[src/design/swtq_pkg.sv]
`default_nettype none
package swtq_pkg;

  localparam int MaxResults = 16;
  localparam int CntW = $clog2(MaxResults);

  localparam logic [1:0] OP_TICK   = 2'd0;
  localparam logic [1:0] OP_CREATE = 2'd1;
  localparam logic [1:0] OP_REMOVE = 2'd2;

  localparam logic [1:0] KIND_CREATED = 2'd0;
  localparam logic [1:0] KIND_FULL    = 2'd1;
  localparam logic [1:0] KIND_EXPIRED = 2'd2;
  localparam logic [1:0] KIND_ACK     = 2'd3;

  typedef enum logic [1:0] {
    SCAN_MARK,
    SCAN_FIND,
    SCAN_REMOVE
  } scan_mode_t;

  typedef enum logic [1:0] {
    ID_ZERO,
    ID_NEW,
    ID_PEND
  } id_sel_t;

  typedef struct packed {
    logic       accept;
    logic       tick;
    logic       scan_go;
    scan_mode_t mode;
    logic       create;
    logic       commit;
    logic       emit;
    logic [1:0] kind;
    id_sel_t    id_sel;
    logic       last;
  } cmd_t;

  typedef struct packed {
    logic scan_done;
    logic best_found;
    logic have_pend;
    logic cnt_last;
    logic full;
  } status_t;

  typedef struct packed {
    logic [31:0] ident;
    logic [31:0] deadline;
    logic [23:0] period;
    logic        repeat_en;
  } entry_t;

endpackage
`default_nettype wire

[src/design/swtq_ctrl.sv]
`default_nettype none
module swtq_ctrl (
  input  wire                   clk,
  input  wire                   rst,
  input  wire                   start,
  input  wire  [1:0]            opcode,
  input  swtq_pkg::status_t     status,
  output logic                  busy,
  output swtq_pkg::cmd_t        cmd
);

  typedef enum logic [2:0] {
    S_IDLE,
    S_CREATE,
    S_REMOVE,
    S_MARK,
    S_FIND,
    S_DECIDE,
    S_FLUSH
  } state_t;

  state_t state, state_next;

  always_ff @(posedge clk) begin
    if (rst) begin
      state <= S_IDLE;
    end else begin
      state <= state_next;
    end
  end

  assign busy = (state != S_IDLE);

  always_comb begin
    cmd = '0;
    cmd.mode = swtq_pkg::SCAN_MARK;
    cmd.id_sel = swtq_pkg::ID_ZERO;
    cmd.kind = swtq_pkg::KIND_ACK;
    state_next = state;
    unique case (state)
      S_IDLE: begin
        if (start) begin
          cmd.accept = 1'b1;
          priority if (opcode == swtq_pkg::OP_CREATE) begin
            state_next = S_CREATE;
          end else if (opcode == swtq_pkg::OP_REMOVE) begin
            cmd.scan_go = 1'b1;
            cmd.mode = swtq_pkg::SCAN_REMOVE;
            state_next = S_REMOVE;
          end else if (opcode == swtq_pkg::OP_TICK) begin
            cmd.tick = 1'b1;
            cmd.scan_go = 1'b1;
            cmd.mode = swtq_pkg::SCAN_MARK;
            state_next = S_MARK;
          end else begin
            cmd.emit = 1'b1;
            cmd.last = 1'b1;
          end
        end
      end
      S_CREATE: begin
        cmd.emit = 1'b1;
        cmd.last = 1'b1;
        if (status.full) begin
          cmd.kind = swtq_pkg::KIND_FULL;
        end else begin
          cmd.create = 1'b1;
          cmd.kind = swtq_pkg::KIND_CREATED;
          cmd.id_sel = swtq_pkg::ID_NEW;
        end
        state_next = S_IDLE;
      end
      S_REMOVE: begin
        if (status.scan_done) begin
          cmd.emit = 1'b1;
          cmd.last = 1'b1;
          state_next = S_IDLE;
        end
      end
      S_MARK: begin
        if (status.scan_done) begin
          cmd.scan_go = 1'b1;
          cmd.mode = swtq_pkg::SCAN_FIND;
          state_next = S_FIND;
        end
      end
      S_FIND: begin
        if (status.scan_done) begin
          state_next = S_DECIDE;
        end
      end
      S_DECIDE: begin
        if (status.best_found) begin
          // hold each expiry until the next search tells whether it is the last
          cmd.commit = 1'b1;
          cmd.emit = status.have_pend;
          cmd.kind = swtq_pkg::KIND_EXPIRED;
          cmd.id_sel = swtq_pkg::ID_PEND;
          if (status.cnt_last) begin
            state_next = S_FLUSH;
          end else begin
            cmd.scan_go = 1'b1;
            cmd.mode = swtq_pkg::SCAN_FIND;
            state_next = S_FIND;
          end
        end else begin
          cmd.emit = 1'b1;
          cmd.last = 1'b1;
          if (status.have_pend) begin
            cmd.kind = swtq_pkg::KIND_EXPIRED;
            cmd.id_sel = swtq_pkg::ID_PEND;
          end
          state_next = S_IDLE;
        end
      end
      S_FLUSH: begin
        cmd.emit = 1'b1;
        cmd.last = 1'b1;
        cmd.kind = swtq_pkg::KIND_EXPIRED;
        cmd.id_sel = swtq_pkg::ID_PEND;
        state_next = S_IDLE;
      end
      default: begin
        state_next = S_IDLE;
      end
    endcase
  end

endmodule
`default_nettype wire

[src/design/swtq_dp.sv]
`default_nettype none
module swtq_dp #(
  parameter int SLOTS = 16
) (
  input  wire                 clk,
  input  wire                 rst,
  input  swtq_pkg::cmd_t      cmd,
  input  wire  [23:0]         wait_ms,
  input  wire                 periodic,
  input  wire  [31:0]         target_id,
  output swtq_pkg::status_t   status,
  output logic                strobe,
  output logic [1:0]          kind,
  output logic [31:0]         timer_id,
  output logic                last
);

  localparam int IW = (SLOTS > 1) ? $clog2(SLOTS) : 1;
  localparam logic [IW-1:0] LastIdx = IW'(SLOTS - 1);

  swtq_pkg::entry_t mem [SLOTS];
  swtq_pkg::entry_t rdata;
  swtq_pkg::entry_t best;
  swtq_pkg::entry_t wdata;

  logic [SLOTS-1:0]  valid;
  logic [SLOTS-1:0]  due;
  logic [31:0]       now_ms;
  logic [31:0]       next_id;
  logic [23:0]       wait_q;
  logic              per_q;
  logic [31:0]       target_q;
  swtq_pkg::scan_mode_t mode;
  logic              scan_act;
  logic [IW-1:0]     scan_idx;
  logic              rd_vld;
  logic [IW-1:0]     rd_idx;
  logic              best_found;
  logic [IW-1:0]     best_idx;
  logic              have_pend;
  logic [31:0]       pend_id;
  logic [swtq_pkg::CntW-1:0] cnt;
  logic [IW-1:0]     free_idx;
  logic              we;
  logic [IW-1:0]     waddr;
  logic [31:0]       diff;
  logic [23:0]       step;

  always_comb begin
    free_idx = '0;
    for (int i = SLOTS - 1; i >= 0; i--) begin
      if (!valid[i]) begin
        free_idx = IW'(i);
      end
    end
  end

  assign step = (best.period == 24'd0) ? 24'd1 : best.period;
  assign diff = now_ms - rdata.deadline;

  always_comb begin
    we = 1'b0;
    waddr = best_idx;
    wdata = best;
    if (cmd.create) begin
      we = 1'b1;
      waddr = free_idx;
      wdata.ident = next_id;
      wdata.deadline = now_ms + {8'd0, wait_q} + 32'd1;
      wdata.period = wait_q;
      wdata.repeat_en = per_q;
    end else if (cmd.commit && best.repeat_en) begin
      we = 1'b1;
      wdata.deadline = best.deadline + {8'd0, step};
    end
  end

  always_ff @(posedge clk) begin
    if (we) begin
      mem[waddr] <= wdata;
    end
    rdata <= mem[scan_idx];
  end

  always_ff @(posedge clk) begin
    if (rst) begin
      valid <= '0;
      due <= '0;
      now_ms <= '0;
      next_id <= '0;
      scan_act <= 1'b0;
      scan_idx <= '0;
      rd_vld <= 1'b0;
      best_found <= 1'b0;
      have_pend <= 1'b0;
      cnt <= '0;
      strobe <= 1'b0;
      mode <= swtq_pkg::SCAN_MARK;
    end else begin
      if (cmd.accept) begin
        wait_q <= wait_ms;
        per_q <= periodic;
        target_q <= target_id;
        have_pend <= 1'b0;
        cnt <= '0;
      end
      if (cmd.tick) begin
        now_ms <= now_ms + 32'd1;
      end

      // slot scan: one read issued per cycle, its data in the cycle after
      rd_vld <= scan_act;
      rd_idx <= scan_idx;
      if (cmd.scan_go) begin
        scan_act <= 1'b1;
        scan_idx <= '0;
        mode <= cmd.mode;
        best_found <= 1'b0;
      end else if (scan_act) begin
        if (scan_idx == LastIdx) begin
          scan_act <= 1'b0;
        end else begin
          scan_idx <= scan_idx + IW'(1);
        end
      end

      if (rd_vld) begin
        unique case (mode)
          swtq_pkg::SCAN_MARK: begin
            due[rd_idx] <= valid[rd_idx] && !diff[31];
          end
          swtq_pkg::SCAN_FIND: begin
            // strict compare keeps the lower slot on equal ids
            if (due[rd_idx] && (!best_found || rdata.ident < best.ident)) begin
              best_found <= 1'b1;
              best <= rdata;
              best_idx <= rd_idx;
            end
          end
          swtq_pkg::SCAN_REMOVE: begin
            if (valid[rd_idx] && rdata.ident == target_q) begin
              valid[rd_idx] <= 1'b0;
            end
          end
          default: begin
          end
        endcase
      end

      if (cmd.create) begin
        valid[free_idx] <= 1'b1;
        next_id <= next_id + 32'd1;
      end
      if (cmd.commit) begin
        due[best_idx] <= 1'b0;
        if (!best.repeat_en) begin
          valid[best_idx] <= 1'b0;
        end
        pend_id <= best.ident;
        have_pend <= 1'b1;
        cnt <= cnt + swtq_pkg::CntW'(1);
      end

      strobe <= cmd.emit;
      if (cmd.emit) begin
        kind <= cmd.kind;
        last <= cmd.last;
        unique case (cmd.id_sel)
          swtq_pkg::ID_NEW:  timer_id <= next_id;
          swtq_pkg::ID_PEND: timer_id <= pend_id;
          default:           timer_id <= '0;
        endcase
      end
    end
  end

  assign status.scan_done = rd_vld && (rd_idx == LastIdx);
  assign status.best_found = best_found;
  assign status.have_pend = have_pend;
  assign status.cnt_last = (cnt == swtq_pkg::CntW'(swtq_pkg::MaxResults - 1));
  assign status.full = &valid;

endmodule
`default_nettype wire

[src/design/software_timer_queue_unit.sv]
`default_nettype none
// software timer queue: a table of SLOTS millisecond timers.
// command port: opcode, wait_ms, periodic and target_id are taken when
// start is high and busy is low. opcode 0 advances time by one tick and
// reports due timers, 1 creates a timer, 2 removes timers by id.
// result port: strobe marks one result per cycle on kind, timer_id, last;
// last is set on the final result of each item. results cannot be held off.
// a create is answered from the S_CREATE state; a remove takes one pass
// over the slots; a tick takes one mark pass plus one search pass per
// expiry reported (up to 16) and, below that cap, one more that finds
// none. the passes read the slot memory one entry per cycle through its
// single read port. an item with an unused opcode is acknowledged in the
// cycle after acceptance. items are handled one at a time; busy stays
// high until the last result is registered for output and is low in the
// cycle that it is presented. a new item may be accepted in the cycle that
// the final result of the previous one is presented.
// reset clears time, the id counter and all slots at once.
module software_timer_queue_unit #(
  parameter int SLOTS = 16
) (
  input  wire         clk,
  input  wire         rst,
  input  wire         start,
  output logic        busy,
  input  wire  [1:0]  opcode,
  input  wire  [23:0] wait_ms,
  input  wire         periodic,
  input  wire  [31:0] target_id,
  output logic        strobe,
  output logic [1:0]  kind,
  output logic [31:0] timer_id,
  output logic        last
);

  swtq_pkg::cmd_t    cmd;
  swtq_pkg::status_t status;

  swtq_ctrl u_ctrl (
    .clk    (clk),
    .rst    (rst),
    .start  (start),
    .opcode (opcode),
    .status (status),
    .busy   (busy),
    .cmd    (cmd)
  );

  swtq_dp #(
    .SLOTS (SLOTS)
  ) u_dp (
    .clk       (clk),
    .rst       (rst),
    .cmd       (cmd),
    .wait_ms   (wait_ms),
    .periodic  (periodic),
    .target_id (target_id),
    .status    (status),
    .strobe    (strobe),
    .kind      (kind),
    .timer_id  (timer_id),
    .last      (last)
  );

endmodule
`default_nettype wire

[config.mk]
export PLATFORM = sky130hd
export DESIGN_NAME = software_timer_queue_unit
export DESIGN_NICKNAME = d
export VERILOG_FILES = /design/src/design/swtq_pkg.sv /design/src/design/swtq_ctrl.sv /design/src/design/swtq_dp.sv /design/src/design/software_timer_queue_unit.sv
export SDC_FILE = /design/constraint.sdc
export NUM_CORES = 2
export LEC_CHECK = 0
export ABC_AREA = 0
export ABC_CLOCK_PERIOD_IN_PS = 9450
export BUFFER_PORTS_ARGS = -buffer_cell sky130_fd_sc_hd__buf_2
export CORE_MARGIN = 2
export CORE_UTILIZATION = 35
export DETAILED_ROUTE_END_ITERATION = 16
export GPL_TIMING_DRIVEN = 1
export HOLD_SLACK_MARGIN = 0.03
export PLACE_DENSITY = 0.57
export SYNTH_ARGS = -nofsm -noshare
export SYNTH_HDL_FRONTEND = slang
export SYNTH_SLANG_ARGS = --single-unit
[constraint.sdc]
create_clock -name clk -period 9.45 [get_ports clk]
set_input_delay 1.89 -clock clk [delete_from_list [all_inputs] [get_ports clk]]
set_output_delay 1.89 -clock clk [all_outputs]
set_load 0.005 [all_outputs]
Yosys cells after proc, flatten, opt, wreduce, memory -nomap -nowiden --
Memories as Yosys holds them, arrays and structs flattened. A register that Yosys moved wholly into a read port is not among the register bits. Cells that the tools add are included. Widths: inputs -> output; s select.
Operators by class: add/subtract/negate cells 8, order comparisons 7, eq/ne operators 21, mux-type cells 98, bitwise gates (word level) 8, reductions and logical operators 26
Operator list (number):
- $mux 16 | 12
- $add 32x1->32 const B | 3
- $mux 32 | 3
- $mux 4 | 21
- $add 32x24->32 | 2
- $pmux 32 s2 | 1
- $and 16x16->16 | 3
- $mux 3 | 13
- $eq 32x32->1 | 1
- $lt 32x32->1 | 1
- $not 16->16 | 2
- $sub 32x32->32 | 1
- $mux 1 | 31
- $mux 25 | 1
- $logic_not 24->1 | 1
- $mux 24 | 1
- $bwmux 16 | 1
- $or 16x16->16 | 1
- $reduce_and 16->1 | 1
- $lt 4x5->1 const B | 3
- $pmux 3 s5 | 1
- $demux 1 s4 | 3
- $eq 4x4->1 const B | 3
- $ge 4x1->1 const B | 3
- 26 further kinds | 55
Word-level totals: register bits after elaboration 335, RAM bits 1424, input bits 62, output and inout bits 37, logic and storage cells 195, memories 1
Memory list:
- u_dp.mem | words 16, bits a word 89, read ports 1, clocked after Yosys merged registers in 1, write ports 1, RTL line swtq_dp.sv:21 | swtq_pkg::entry_t mem [SLOTS];

Logic depth before layout (Yosys ltp) --
word-level depth 26, gate-level depth with buffers 14, depth with buffers taken out 14

Modules after synthesis --
A second synthesis with hierarchy kept.
Second synthesis, totals: cell total of the unflattened synthesis 3951, area total of the unflattened synthesis 73700.7 µm²
By module, submodules not included:
- swtq_dp | instances 1, cells an instance 3890, area an instance 73232.7 µm²
- swtq_ctrl | instances 1, cells an instance 61, area an instance 467.9 µm²

Worst setup path after synthesis --
Ideal clock, no wire load.
path type flip-flop to flip-flop, from register u_ctrl.state[1], to memory u_dp.mem[0][0] (netlist name), enable pin, setup time 0.646 ns, arrival time 7.719 ns, data required time 8.804 ns, slack 1.085 ns, cell stages (with the launch flop) 10, buffers on the path 1, clock period less this slack 8.365 ns, cells stage by stage dfxtp_1 -> nor2b_2 -> and2_1 -> inv_2 -> a41oi_2 -> inv_2 -> and2_1 -> or2_1 -> clkbuf_1 -> nor3_1
On the way: word-level cells in the longest chain between the ends 7
Ends and longest elaborated chain:
- from (decl) | RTL line swtq_ctrl.sv:22 | state_t state, state_next;
- from (signal assigned) | RTL line swtq_ctrl.sv:28 | state <= state_next;
- $eq 3x3->1 | RTL line swtq_ctrl.sv:40 | unique case (state)
- $mux 1 | RTL line swtq_ctrl.sv:40
- $logic_and 1x1->1 | RTL line swtq_dp.sv:72 | end else if (cmd.commit && best.repeat_en) begin
- $mux 1 | RTL line swtq_dp.sv:72
- $mux 1 | RTL line swtq_dp.sv:65 | if (cmd.create) begin
- $mux 1 | RTL line swtq_dp.sv:79 | if (we) begin
- $mux 1 (implied by the code) | RTL line swtq_dp.sv:80 | mem[waddr] <= wdata;
- to (decl) | RTL line swtq_dp.sv:21
Parallel ways exist; a longest one is shown, timed or not.

Worst setup path after layout --
from register u_ctrl.state[0], to memory u_dp.mem[5][31] (netlist name), enable pin
The elaborated chain is that of the path after synthesis.

==> flow_summary.toml <==
[status]
run_status = "finished, final reports clean"

[clocking]
cts_sinks = 1848
clockBufferDepth = 3
root_buffer = "clkbuf_16"
post_cts.resized_instances = 0
cts_hold_buffers = 0
clk_pin_slew_ns = 0.07
htreeDepth = 4
postCtsSetupRepairBufs = 0
numCtsBuffers = 177
insertion_delay_ns = 0.83
cts_tree = "built"

[yosys]
cell_variety_after_synth = 82
synthesis.yosys.warnings = 0
async_flop_share_pct = 0
synth.cells.most_frequent = "1,645 x edfxtp_1, 455 x mux4_2, 235 x nand2_1"
avgSynthCellArea_um2 = 18.4
post-synth-top-area-cell = "edfxtp_1"
synth.ff_latch_count = 1848
synth.yosys.seq_area_share_pct = 72.4
synth_cells = 4016
post_synth_instance_area_mm2 = 0.0738
synth.most_common_cell = "edfxtp_1"
synth_largest_type_area_fraction_pct = 66.9
mappedNetlistNets = 4201
synth_enable_flop_cells = 1645
postSynth.topFlopCell = "edfxtp_1"
ys_top_cells_by_area = "edfxtp_1 67%, mux4_2 14%, dfxtp_1 5.5%"

[power]
design_power_total_mw = 19.2
power_per_cell_area_mw_per_mm2 = 228
leakagePower_nw = 26.6
worst_voltage_drop_across_the_vdd_grid_uv = 231

[global_route]
groute.layer.met2.usage_pct = 28.2
global_route.peak_usage_layer = "met2"
antenna_found_initial = 6
pin_count_of_the_biggest_net_entering_global_routing = 118
use_met3_pct = 2.19
grt_pass1_wl_um = 272000
first_global_vias = 38836
global_route.usage.total_pct = 17.1
globalRouteOverflowTotal = 0
grt_util_met1_pct = 23.8

[detailed_routing]
wire_per_inst_um = 26.0
dr.pass1.iters = 6
routed-via-count = 38123
wl_um = 186000
route.antenna.remaining_nets = 0
via_per_inst = 5.32
drc_errors = 0
detail_route.iter0.violations = 3921

[sta]
tns_ns = 0
period_share_pct = 54.8
period_minus_slack_ns = 5.18
timing_max_transition_violations_final = 0
setup_viol_count_final = 0
unrepaired_setup_endpoints_after_global_routing = "false"
relSlewSlack_pct = 4.00
clock_skew_ns = 0.0428
tightestPinTransition_ns = 1.43
hold_violations = 0
max_clock_freq_mhz = 193

[setup_path]
setup.reg_to_reg.worst_slack_ns = 4.27
maximum_single_stage_delay_on_the_critical_path_ns = 0.84
cp_cell_sequence = "nor2b_2, and2_1, inv_2, a41oi_4, clkinv_2, buf_4, nand2_1, a21boi_1, o21ai_1, nor2_4, buf_4"
critical_path.max_fanout = 65
timing.critical_path.mode_cell = "buf_4"
worst_ep_arrival_time_ns = 5.62
critical_path.slowest_cell = "nor2_4"
worst_r2r_path_depth = 11
critical_path_required_ns = 9.89
crit_path_start_kind = "register"
worst_setup_path_class = "reg -> reg"
endpoint_kind = "register"

[job]
max_cap_violations = 0

[die]
core-area_mm2 = 0.210
die_h_um = 463
fp.dieArea_mm2 = 0.215
die_x_um = 463
io_pins = 99
start_util_pct = 35.2
rows = 168

[finish]
design.final.nets = 4386
drive_above_1_share_pct = 22.6
area_growth_syn_to_layout_pct = 13.8
layout.area.seq_mm2 = 0.0535
num-fill-cells = 18619
multi_input_comb_area_mm2 = 0.0194

[place]
place.detailed.hpwl_um = 110000
gp_congestion = 0.886
port-buffer-count = 98

[worst_hold_path]
timing.hold.worst_path_depth = 0
min-delay-path-class = "reg -> reg"
## path summary, 6_finish.rpt
check | from | to
min reg2reg | u_dp.rdata[10] | u_dp.best[10]
max reg2reg | u_ctrl.state[0] | u_dp.mem[5][31]
max | u_ctrl.state[0] | u_dp.mem[5][31]
min | u_dp.rdata[10] | u_dp.best[10]
## worst max-delay path, delay by kind of cell, from the launching register on
| family | cells | cell delay, ns |
|---|---|---|
| compound gates | 3 | 1.13 |
| buf+inv | 4 | 1.40 |
| flops | 1 | 0.57 |
| simple gates | 4 | 1.55 |
## cell usage in the layout (no fill, tap or decap), types with 96 or more instances in the layout
master     Yosys  layout
nand2_1      235     234
mux4_2       455     455
inv_1         98      98
edfxtp_1    1645    1645
dfxtp_1      203     199
buf_4          0      96
buf_2          3      97
clkbuf_16      0     180
nor2_1       199     187
ha_1         121     120
## routing by layer
metal	up-vias	part of all wire (%)	routed length [um]
met1	20305	44	81500
met2	1082	49	91100
li1	16517	-	-
met3	219	4.9	9030
met5	-	0	0
met4	0	2.4	4450
## report_power, final
| group | switching [mW] | internal (mW) | leakage, nW |
|---|---|---|---|
| Clock | 3.15 | 4.08 | 2.91 |
| Combinational | 1.39 | 0.630 | 7.11 |
| Sequential | 0.211 | 9.72 | 16.5 |
| Total | 4.74 | 14.4 | 26.6 |
## sequential cells by signal, indices dropped and copies added (netlist names), 24 cells and up
register / flops
u_dp.rdata: 89
u_dp.next_id: 32
u_dp.target_q: 32
u_dp.best: 89
u_dp.wait_q: 24
u_dp.mem: 1424
u_dp.pend_id: 32
u_dp.timer_id: 32
u_dp.now_ms: 32
## cell families after synthesis
logic type | Yosys count | synth area share (%)
AOI/OAI and AO/OA | 445 | 3.90
xor gates and xnor gates | 132 | 1.57
adders and majority gates | 123 | 2.10
buffers and inverters | 296 | 1.52
DFF | 1848 | 72.4
muxes | 466 | 14.0
and+or+nand+nor | 706 | 4.49
## metrics by stage
step           cell area, um^2  worst slack [ns]  util (%)  hold slack (ns)  instances
4_1_cts                  84000              4.28      40.1            0.421       7161
5_1_grt                  84100              4.01      40.1            0.435       7163
6_report                 84100              4.27      40.1            0.417       7165
2_1_floorplan            73800              1.09         -            0.386       4016
3_5_place_dp             78100              4.33      37.3            0.406       6826
3_3_place_gp             78100              4.38      37.3            0.394       6826
## layout make-up
class | count | area share, %
Antenna cell | 3 | 0.00893
Clock buffer | 230 | 5.72
Clock inverter | 105 | 1.32
Inverter | 102 | 0.457
Multi-Input combinational cell | 1872 | 23.1
Sequential cell | 1848 | 63.6
Tap cell | 2805 | 4.18
Timing Repair Buffer | 200 | 1.60
No activity file was read; power rests on OpenSTA's default activity.
